## src/rtl/core/grs_pkg.sv

```systemverilog
// ----------------------------------------------------------------------------
// grs_pkg
// Shared types and constants for the group reverse stream block: payload
// structs, the descriptor handed from front to back, and the back-end states.
// ----------------------------------------------------------------------------
package grs_pkg;

    // field widths
    localparam int GRS_VAL_W     = 32;
    localparam int GRS_SIZE_W    = 7;
    localparam int GRS_DEPTH_MAX = 64;
    localparam int GRS_AW_MAX    = 6;
    localparam int GRS_OQ_DEPTH  = 4;

    // default group buffer depth
    localparam int GRS_MAX_GROUP = 64;

    // input item
    typedef struct packed {
        logic signed [GRS_VAL_W-1:0] value;
        logic                        list_last;
    } t_grs_in;

    // result item
    typedef struct packed {
        logic signed [GRS_VAL_W-1:0] out_value;
        logic                        group_end;
        logic                        list_end;
    } t_grs_out;

    // buffer write from the front
    typedef struct packed {
        logic                        en;
        logic                        bank;
        logic [GRS_AW_MAX-1:0]       addr;
        logic signed [GRS_VAL_W-1:0] data;
    } t_grs_wr;

    // closed group: bank, address of its newest entry, list end flag
    typedef struct packed {
        logic                  bank;
        logic [GRS_AW_MAX-1:0] top;
        logic                  last;
    } t_grs_desc;

    // back-end drain states
    typedef enum logic {
        BK_IDLE,
        BK_DRAIN
    } t_back_state;

endpackage

```

## src/rtl/core/grs_front.sv

```systemverilog
// ----------------------------------------------------------------------------
// grs_front
// Accepts items, writes them into the current buffer bank and closes a group
// when it fills or the list ends, handing a descriptor to the back end.
// ----------------------------------------------------------------------------
module grs_front #(
    parameter int MAX_GROUP = grs_pkg::GRS_MAX_GROUP
) (
    input  logic                            i_clk,
    input  logic                            i_rst_n,
    input  logic                            push,
    output logic                            full,
    input  grs_pkg::t_grs_in                i_item,
    input  logic                            i_cfg_we,
    input  logic [grs_pkg::GRS_SIZE_W-1:0]  i_cfg_data,
    input  logic [1:0]                      i_release,
    output grs_pkg::t_grs_wr                o_wr,
    output logic                            o_desc_push,
    output grs_pkg::t_grs_desc              o_desc
);

    localparam logic [grs_pkg::GRS_SIZE_W-1:0] MaxK = grs_pkg::GRS_SIZE_W'(MAX_GROUP);

    logic [grs_pkg::GRS_SIZE_W-1:0] r_group_size, n_group_size;
    logic [grs_pkg::GRS_SIZE_W-1:0] r_fill, n_fill;
    logic                           r_bank, n_bank;
    logic [1:0]                     r_busy, n_busy;

    logic [grs_pkg::GRS_SIZE_W-1:0] k_eff;
    logic [grs_pkg::GRS_SIZE_W-1:0] fill_inc;
    logic                           accept;
    logic                           close;

    // effective group size, saturated to 1 .. MAX_GROUP
    always_comb begin
        if (r_group_size == '0) begin
            k_eff = grs_pkg::GRS_SIZE_W'(1);
        end else if (r_group_size > MaxK) begin
            k_eff = MaxK;
        end else begin
            k_eff = r_group_size;
        end
    end

    // accept and close decisions
    assign full     = r_busy[r_bank];
    assign accept   = push && !full;
    assign fill_inc = r_fill + grs_pkg::GRS_SIZE_W'(1);
    assign close    = accept && ((fill_inc >= k_eff) || i_item.list_last);

    // next state
    always_comb begin
        n_group_size = i_cfg_we ? i_cfg_data : r_group_size;
        n_fill       = r_fill;
        n_bank       = r_bank;
        if (accept) begin
            n_fill = close ? '0 : fill_inc;
        end
        if (close) begin
            n_bank = ~r_bank;
        end
        n_busy = (r_busy & ~i_release) | (close ? (2'b01 << r_bank) : 2'b00);
    end

    // buffer write and descriptor
    always_comb begin
        o_wr.en       = accept;
        o_wr.bank     = r_bank;
        o_wr.addr     = grs_pkg::GRS_AW_MAX'(r_fill);
        o_wr.data     = i_item.value;
        o_desc_push   = close;
        o_desc.bank   = r_bank;
        o_desc.top    = grs_pkg::GRS_AW_MAX'(r_fill);
        o_desc.last   = i_item.list_last;
    end

    // control registers
    always_ff @(posedge i_clk) begin
        if (!i_rst_n) begin
            r_group_size <= grs_pkg::GRS_SIZE_W'(1);
            r_fill       <= '0;
            r_bank       <= 1'b0;
            r_busy       <= 2'b00;
        end else begin
            r_group_size <= n_group_size;
            r_fill       <= n_fill;
            r_bank       <= n_bank;
            r_busy       <= n_busy;
        end
    end

    // fill count stays inside one bank
    a_fill_bound: assert property (@(posedge i_clk) disable iff (!i_rst_n)
        r_fill < grs_pkg::GRS_SIZE_W'(MAX_GROUP))
        else $error("fill count beyond group buffer depth");

    // only a bank owed to the back end is ever released
    a_release_busy: assert property (@(posedge i_clk) disable iff (!i_rst_n)
        (i_release & ~r_busy) == 2'b00)
        else $error("release of a bank that was not busy");

endmodule

```

## src/rtl/core/grs_desc_queue.sv

```systemverilog
// ----------------------------------------------------------------------------
// grs_desc_queue
// Two-entry queue of closed-group descriptors between front and back end.
// ----------------------------------------------------------------------------
module grs_desc_queue (
    input  logic                i_clk,
    input  logic                i_rst_n,
    input  logic                i_push,
    input  grs_pkg::t_grs_desc  i_desc,
    input  logic                i_pop,
    output logic                o_empty,
    output logic                o_full,
    output grs_pkg::t_grs_desc  o_head
);

    grs_pkg::t_grs_desc r_slot [2];
    logic               r_wp, n_wp;
    logic               r_rp, n_rp;
    logic [1:0]         r_cnt, n_cnt;

    // status and head
    assign o_empty = (r_cnt == 2'd0);
    assign o_full  = (r_cnt == 2'd2);
    assign o_head  = r_slot[r_rp];

    // pointer update
    always_comb begin
        n_wp  = i_push ? ~r_wp : r_wp;
        n_rp  = i_pop  ? ~r_rp : r_rp;
        n_cnt = r_cnt + {1'b0, i_push} - {1'b0, i_pop};
    end

    always_ff @(posedge i_clk) begin
        if (!i_rst_n) begin
            r_wp  <= 1'b0;
            r_rp  <= 1'b0;
            r_cnt <= 2'd0;
        end else begin
            r_wp  <= n_wp;
            r_rp  <= n_rp;
            r_cnt <= n_cnt;
        end
    end

    // descriptor storage
    always_ff @(posedge i_clk) begin
        if (i_push) begin
            r_slot[r_wp] <= i_desc;
        end
    end

    // two banks never owe more than two descriptors
    a_no_overflow: assert property (@(posedge i_clk) disable iff (!i_rst_n)
        i_push |-> (!o_full || i_pop))
        else $error("descriptor queue overflow");

endmodule

```

## src/rtl/core/grs_back.sv

```systemverilog
// ----------------------------------------------------------------------------
// grs_back
// Holds the two-bank group buffer and drains each closed group newest first
// into a small result queue.
// ----------------------------------------------------------------------------
module grs_back #(
    parameter int MAX_GROUP = grs_pkg::GRS_MAX_GROUP
) (
    input  logic                i_clk,
    input  logic                i_rst_n,
    input  grs_pkg::t_grs_wr    i_wr,
    input  logic                i_q_empty,
    input  grs_pkg::t_grs_desc  i_head,
    output logic                o_q_pop,
    output logic [1:0]          o_release,
    output logic                empty,
    input  logic                pop,
    output grs_pkg::t_grs_out   o_result
);

    localparam int AW        = (MAX_GROUP > 1) ? $clog2(MAX_GROUP) : 1;
    localparam int MEM_DEPTH = 2 << AW;
    localparam int OQ_AW     = $clog2(grs_pkg::GRS_OQ_DEPTH);
    localparam int OQ_CW     = OQ_AW + 1;

    // group buffer, one bank per half
    logic signed [grs_pkg::GRS_VAL_W-1:0] r_mem [MEM_DEPTH];

    grs_pkg::t_back_state r_state, n_state;
    logic                 r_bank;
    logic [AW-1:0]        r_addr;
    logic                 r_last;

    logic signed [grs_pkg::GRS_VAL_W-1:0] r_rd_data;
    logic                                 r_rd_valid;
    logic                                 r_rd_gend;
    logic                                 r_rd_lend;

    grs_pkg::t_grs_out  r_oq [grs_pkg::GRS_OQ_DEPTH];
    logic [OQ_AW-1:0]   r_oq_wp;
    logic [OQ_AW-1:0]   r_oq_rp;
    logic [OQ_CW-1:0]   r_oq_cnt;

    logic room;
    logic issue;
    logic at_tail;
    logic load;
    logic oq_pop;

    // next state
    always_comb begin
        n_state = r_state;
        case (r_state)
            grs_pkg::BK_IDLE: begin
                if (!i_q_empty) begin
                    n_state = grs_pkg::BK_DRAIN;
                end
            end
            grs_pkg::BK_DRAIN: begin
                if (issue && at_tail && i_q_empty) begin
                    n_state = grs_pkg::BK_IDLE;
                end
            end
            default: begin
                n_state = grs_pkg::BK_IDLE;
            end
        endcase
    end

    // drain control
    always_comb begin
        room    = (r_oq_cnt + OQ_CW'(r_rd_valid)) < OQ_CW'(grs_pkg::GRS_OQ_DEPTH);
        at_tail = (r_addr == '0);
        issue   = 1'b0;
        load    = 1'b0;
        case (r_state)
            grs_pkg::BK_IDLE: begin
                load = !i_q_empty;
            end
            grs_pkg::BK_DRAIN: begin
                issue = room;
                load  = room && at_tail && !i_q_empty;
            end
            default: begin
                issue = 1'b0;
                load  = 1'b0;
            end
        endcase
        o_q_pop   = load;
        o_release = (issue && at_tail) ? (2'b01 << r_bank) : 2'b00;
    end

    // state and drain registers
    always_ff @(posedge i_clk) begin
        if (!i_rst_n) begin
            r_state    <= grs_pkg::BK_IDLE;
            r_rd_valid <= 1'b0;
        end else begin
            r_state    <= n_state;
            r_rd_valid <= issue;
        end
    end

    always_ff @(posedge i_clk) begin
        if (load) begin
            r_bank <= i_head.bank;
            r_addr <= i_head.top[AW-1:0];
            r_last <= i_head.last;
        end else if (issue) begin
            r_addr <= r_addr - AW'(1);
        end
    end

    // buffer write and registered read
    always_ff @(posedge i_clk) begin
        if (i_wr.en) begin
            r_mem[{i_wr.bank, i_wr.addr[AW-1:0]}] <= i_wr.data;
        end
        if (issue) begin
            r_rd_data <= r_mem[{r_bank, r_addr}];
            r_rd_gend <= at_tail;
            r_rd_lend <= at_tail && r_last;
        end
    end

    // result queue
    assign empty    = (r_oq_cnt == '0);
    assign oq_pop   = pop && !empty;
    assign o_result = r_oq[r_oq_rp];

    always_ff @(posedge i_clk) begin
        if (!i_rst_n) begin
            r_oq_wp  <= '0;
            r_oq_rp  <= '0;
            r_oq_cnt <= '0;
        end else begin
            if (r_rd_valid) begin
                r_oq_wp <= r_oq_wp + OQ_AW'(1);
            end
            if (oq_pop) begin
                r_oq_rp <= r_oq_rp + OQ_AW'(1);
            end
            r_oq_cnt <= r_oq_cnt + OQ_CW'(r_rd_valid) - OQ_CW'(oq_pop);
        end
    end

    always_ff @(posedge i_clk) begin
        if (r_rd_valid) begin
            r_oq[r_oq_wp] <= '{out_value: r_rd_data, group_end: r_rd_gend,
                               list_end: r_rd_lend};
        end
    end

    // result queue never holds more than its depth
    a_oq_bound: assert property (@(posedge i_clk) disable iff (!i_rst_n)
        r_oq_cnt <= OQ_CW'(grs_pkg::GRS_OQ_DEPTH))
        else $error("result queue overflow");

    // a bank is handed back only after its newest-to-oldest drain ends
    a_release_drain: assert property (@(posedge i_clk) disable iff (!i_rst_n)
        (o_release != 2'b00) |-> (r_state == grs_pkg::BK_DRAIN && at_tail))
        else $error("bank released outside a drain");

endmodule

```

## src/rtl/core/group_reverse_stream_top.sv

```systemverilog
// ----------------------------------------------------------------------------
// group_reverse_stream_top
// Reverses a stream of signed 32-bit values in groups of a set size.
//
// Input channel: push / full; an item is taken when push is high and full
// is low. Result channel: empty / pop; the oldest result sits on o_result
// while empty is low and leaves when pop is high.
// Configuration: i_cfg_we writes i_cfg_data into the group size; write it
// only while the block is idle. Size zero acts as one, sizes above
// MAX_GROUP act as MAX_GROUP.
// Each item goes into one of two buffer banks. A group closes when it fills
// or on an item marked list_last; its values come out newest first, the
// last of them flagged group_end and, for a list end, list_end.
// With the back end idle, a closed group's descriptor passes the descriptor
// queue, the back end loads it, and its newest value goes through the read
// register into the result queue. The front fills one bank while the back
// end drains the other, and holds off input while its current bank is still
// owed. Results leave at one per cycle while results are queued.
// Reset: group size 1, buffers and queues empty. When the receiver stalls,
// the 4-entry result queue fills, the drain stops, and full rises once both
// banks are owed.
// ----------------------------------------------------------------------------
module group_reverse_stream_top #(
    parameter int MAX_GROUP = grs_pkg::GRS_MAX_GROUP
) (
    input  logic                            i_clk,
    input  logic                            i_rst_n,
    input  logic                            push,
    output logic                            full,
    input  grs_pkg::t_grs_in                i_item,
    output logic                            empty,
    input  logic                            pop,
    output grs_pkg::t_grs_out               o_result,
    input  logic                            i_cfg_we,
    input  logic [grs_pkg::GRS_SIZE_W-1:0]  i_cfg_data
);

    grs_pkg::t_grs_wr   wr;
    grs_pkg::t_grs_desc desc_in;
    grs_pkg::t_grs_desc desc_head;
    logic               desc_push;
    logic               desc_pop;
    logic               desc_empty;
    logic               desc_full;
    logic [1:0]         release_bank;

    // front: accept and group
    grs_front #(
        .MAX_GROUP (MAX_GROUP)
    ) u_front (
        .i_clk       (i_clk),
        .i_rst_n     (i_rst_n),
        .push        (push),
        .full        (full),
        .i_item      (i_item),
        .i_cfg_we    (i_cfg_we),
        .i_cfg_data  (i_cfg_data),
        .i_release   (release_bank),
        .o_wr        (wr),
        .o_desc_push (desc_push),
        .o_desc      (desc_in)
    );

    // closed groups waiting for the back end
    grs_desc_queue u_desc_queue (
        .i_clk   (i_clk),
        .i_rst_n (i_rst_n),
        .i_push  (desc_push),
        .i_desc  (desc_in),
        .i_pop   (desc_pop),
        .o_empty (desc_empty),
        .o_full  (desc_full),
        .o_head  (desc_head)
    );

    // back: reversed drain
    grs_back #(
        .MAX_GROUP (MAX_GROUP)
    ) u_back (
        .i_clk     (i_clk),
        .i_rst_n   (i_rst_n),
        .i_wr      (wr),
        .i_q_empty (desc_empty),
        .i_head    (desc_head),
        .o_q_pop   (desc_pop),
        .o_release (release_bank),
        .empty     (empty),
        .pop       (pop),
        .o_result  (o_result)
    );

    // descriptor queue room is implied by the two bank busy flags
    a_desc_room: assert property (@(posedge i_clk) disable iff (!i_rst_n)
        desc_full |-> full)
        else $error("both groups owed but input not held off");

endmodule
```

## config.mk

```make
export PLATFORM = sky130hd
export DESIGN_NAME = group_reverse_stream_top
export DESIGN_NICKNAME = d
export VERILOG_FILES = /design/src/rtl/core/grs_pkg.sv /design/src/rtl/core/grs_front.sv /design/src/rtl/core/grs_desc_queue.sv /design/src/rtl/core/grs_back.sv /design/src/rtl/core/group_reverse_stream_top.sv
export SDC_FILE = /design/constraint.sdc
export NUM_CORES = 2
export LEC_CHECK = 0
export BUFFER_PORTS_ARGS = -buffer_cell sky130_fd_sc_hd__buf_2
export CAP_MARGIN = 20
export CORE_UTILIZATION = 50
export DETAILED_ROUTE_END_ITERATION = 6
export PLACE_DENSITY = 0.66
export REMOVE_ABC_BUFFERS = 1
export SETUP_SLACK_MARGIN = 0.5
export SYNTH_ARGS = -nofsm -noshare
export SYNTH_HDL_FRONTEND = slang
export SYNTH_MEMORY_MAX_BITS = 65536
export SYNTH_SLANG_ARGS = --single-unit
```

## constraint.sdc

```tcl
create_clock -name i_clk -period 10.2 [get_ports i_clk]
set_input_delay 0.51 -clock i_clk [delete_from_list [all_inputs] [get_ports i_clk]]
set_output_delay 0.51 -clock i_clk [all_outputs]
set_load 0.02 [all_outputs]
```

==> impl_summary.log <==
INFO  metric status = finished with violations
INFO  metric violated_checks = design-rule violations
INFO  metric setup.worst_path.class = register to register
INFO  metric grt_remaining_overflow = 0
INFO  metric timing.hold.worst_endpoint = u_back.r_mem[88][13]$_DFFE_PP_
INFO  metric timing.reg2reg.setup_slack = 5100 ps
INFO  metric areaGrowthSynthToFinish = 12.3%
INFO  metric placed_cells = 12200
INFO  metric synthesis.area = 167000 um2
INFO  metric maximum_number_of_pins_on_one_net_before_global_route_repair = 123
INFO  metric antenna_found_initial = 33
INFO  metric die_h = 580 um
INFO  metric regArea = 129000 um2
INFO  metric ys_warn_count = 0
INFO  metric vdd.ir_drop.worst = 0.000251 V
INFO  metric drtIter0Drc = 14000
INFO  metric hold_path_startpoint = i_item[14]
INFO  metric yosysUniqueCellTypes = 66
INFO  metric crit_required = 10930 ps
INFO  metric clk-insertion-delay-late = 990 ps
INFO  metric area_of_the_multi_input_gates = 35300 um2
INFO  metric drt-wirelength-per-cell = 37.5 um
INFO  metric cellPowerDensity = 273 nW/um2
INFO  metric cts-buffers-inserted = 428
INFO  metric synth_flop_cell = sky130_fd_sc_hd__edfxtp_1
INFO  metric final_layout_size_suffix_gt1_frac = 0.234
INFO  metric async_set_reset_flop_share_out_of_synthesis = 0
INFO  metric synth_area_per_cell = 21.1 um2
INFO  metric h-tree-depth = 5
INFO  metric cts-root-buf = sky130_fd_sc_hd__clkbuf_16
INFO  metric mostFrequentLayoutCell = sky130_fd_sc_hd__edfxtp_1
INFO  metric number_of_nets_in_the_layout = 8319
INFO  metric crit_fanout = 74
INFO  metric io_buffer_count = 80
INFO  metric final.hold.worst_slack = 27.6 ps
INFO  metric route.vias.total = 87600
INFO  metric grt_pass1_vias = 86500
INFO  metric die_width = 580 um
INFO  metric post-dp-hpwl = 261000 um
INFO  metric final-max-slew-violation-count = 0
INFO  metric final_period_minus_worst_setup_slack = 5100 ps
INFO  metric placementRows = 211
INFO  metric worst_slew_pin_slew = 1340 ps
INFO  metric timing.slew.headroom = 0.0976
INFO  metric drt-total-wl = 486000 um
INFO  metric power.leakage = 0.0595 uW
INFO  metric grt_first_pass_wirelength = 675000 um
INFO  metric drc_errors = 1
INFO  metric floorplan.die_area = 336000 um2
INFO  metric nFillCells = 24100
INFO  metric ratio_of_final_minimum_period_to_clock_period = 0.500
INFO  metric via_per_inst = 6.75
INFO  metric cts.clk_slew.worst_paths = 60 ps
INFO  metric fp.coreArea = 331000 um2
INFO  metric cap_violations = 0
INFO  metric top_library_cells_by_usage_in_the_layout_fill_and_taps_aside = sky130_fd_sc_hd__edfxtp_1, sky130_fd_sc_hd__mux4_2, sky130_fd_sc_hd__mux2i_1, sky130_fd_sc_hd__clkbuf_16, sky130_fd_sc_hd__nand2_1
INFO  metric hold_class = input pin to register
INFO  metric synthCells = 7898
INFO  metric yosys_register_bits = 4323
INFO  metric layout.cells.non_filler = 13000
INFO  metric clock_tree.buffer_depth = 4
INFO  metric timing.rr.end = u_back.r_rd_data[2]$_DFFE_PP_
INFO  metric initial_core_util = 0.504
INFO  metric cp-end-kind = register
INFO  metric tritoncts_clock_tree = yes
INFO  metric io_pins = 81
INFO  metric setup_repair_after_global_routing_missed_its_margin = false
INFO  metric finalHoldViolCount = 0
INFO  metric globalRouteTotalUtil = 0.286
INFO  metric ant_nets = 0
INFO  metric r2r_start = u_back.r_addr[2]$_DFFE_PP_
INFO  metric arrival = 5830 ps
INFO  metric synth-edff-count = 4290
INFO  metric finalSetupViolations = 0
INFO  metric worstRegToRegCells = 10
INFO  metric yosysSeqAreaShare = 0.776
INFO  metric finalClockSkew = 70.4 ps
INFO  metric number_of_cells_on_the_worst_hold_path = 1
INFO  metric finalWeightedCongestion = 0.842
INFO  metric worst_setup_path_start_kind = register
INFO  metric cts_sinks = 4323
INFO  metric detailedRoute.firstPassIterationCount = 7
INFO  metric clock.fmax = 196 MHz
how the worst max path moves through the flow:
stage                          startpoint                              to
3_3_place_gp   u_back.r_addr[0]$_DFFE_PP_  u_back.r_rd_data[21]$_DFFE_PP_
5_1_grt        u_back.r_addr[0]$_DFFE_PP_  u_back.r_rd_data[14]$_DFFE_PP_
6_report       u_back.r_addr[2]$_DFFE_PP_   u_back.r_rd_data[2]$_DFFE_PP_
3_5_place_dp   u_back.r_addr[0]$_DFFE_PP_  u_back.r_rd_data[24]$_DFFE_PP_
4_1_cts        u_back.r_addr[0]$_DFFE_PP_  u_back.r_rd_data[24]$_DFFE_PP_
2_1_floorplan  u_back.r_addr[0]$_DFFE_PP_  u_back.r_rd_data[21]$_DFFE_PP_
sequential cells by signal (all words and copies together), names as in the netlist, 3 cells and up, named ones only:
| signal | count |
|---|---|
| u_back.r_oq_cnt | 3 |
| u_desc_queue.r_slot | 16 |
| u_front.r_group_size | 7 |
| u_back.r_rd_data | 32 |
| u_back.r_mem | 4096 |
| u_back.r_addr | 6 |
| u_front.r_fill | 7 |
| u_back.r_oq | 136 |
per-layer routing:
| metal | track usage | wire length (um) | up-vias |
|---|---|---|---|
| met4 | 0.115 | 21800 | 8 |
| met3 | 0.0540 | 56300 | 915 |
| li1 | - | - | 33900 |
| met1 | 0.400 | 181000 | 46800 |
| met2 | 0.448 | 227000 | 6036 |
| met5 | 0 | 53 | - |
per-stage QoR:
step	power (uW)	util	area, um2	setup slack, ps	setup TNS [ps]
2_1_floorplan	30900	-	164000	-39240	-2084300
3_3_place_gp	35400	0.523	173000	4400	0
3_5_place_dp	35600	0.523	173000	4830	0
4_1_cts	51100	0.566	187000	4820	0
5_1_grt	52400	0.566	187000	4980	0
6_report	51100	0.566	187000	5100	0
cell usage after synthesis, drive strengths merged (3+ instances only):
cell type     n  area (um2)
nand3        82         410
a311oi       46         403
a311o        16         160
nor4          3        18.8
a32o          6        60.1
a211o         4        35.0
clkbuf      172         646
nor2        219         822
a22oi         4        30.0
dfxtp        33         661
nor2b        16         100
mux2i       547        5480
o31ai        10        75.1
nand2b        8        50.1
o22ai       140         876
mux2         14         158
or2           3        18.8
a21oi       187         936
or3          11        68.8
mux4        827       18600
o311a         6        60.1
o21ai        60         300
a32oi         9        78.8
xor2          7        61.3
nor3         34         170
a21o         18         135
ha           19         238
and3         47         294
xnor2         9        78.8
o32ai        19         166
o21a          4        30.0
o311ai        6        52.6
edfxtp     4290      129000
inv          17        63.8
and2         31         194
a31oi        41         257
o221ai      215        1900
nand2       368        1380
o211ai       14         105
a31o          5        43.8
a211oi       14         115
buf         296        2460
what timing repair did:
action                                  CTS  global route
endpoints found under the setup margin    0             0
buffers inserted                          0             0
endpoints found under the hold margin   127             0
gates resized for setup                   0             0
hold buffers                             23             0
final cells by class:
type,instances,area share
Clock inverter,266,0.0137
Antenna cell,5,0.0000668
Timing Repair Buffer,395,0.0172
Multi-Input combinational cell,3089,0.188
Tap cell,4366,0.0291
Sequential cell,4323,0.691
Inverter,18,0.000481
Clock buffer,521,0.0601
report_power, final:
part           switching (uW)  total, uW  leakage [uW]  internal (uW)
clock network            6740      15600       0.00675           8900
registers                 381      20300        0.0389          19900
logic                    9750      15200        0.0139           5490
logic make-up after synthesis:
| kind of cell | Yosys count | synth area share |
|---|---|---|
| muxes | 1388 | 0.145 |
| DFF | 4323 | 0.776 |
| buffers and inverters | 486 | 0.0190 |
| xor gates and xnor gates | 16 | 0.000840 |
| adders and majority gates | 19 | 0.00143 |
| AOI/OAI and AO/OA | 840 | 0.0358 |
| and+or+nand+nor | 826 | 0.0213 |
worst max-delay path, stage by stage (launching register included):
cell,delay (ps)
sky130_fd_sc_hd__edfxtp_1,350
sky130_fd_sc_hd__buf_4,440
sky130_fd_sc_hd__buf_4,740
sky130_fd_sc_hd__or2_4,590
sky130_fd_sc_hd__buf_12,480
sky130_fd_sc_hd__o221ai_1,270
sky130_fd_sc_hd__a21oi_1,210
sky130_fd_sc_hd__nor3_1,110
sky130_fd_sc_hd__a311oi_1,930
sky130_fd_sc_hd__a211o_1,400
sky130_fd_sc_hd__o21ai_1,120
(Power assumes the default switching activity.)
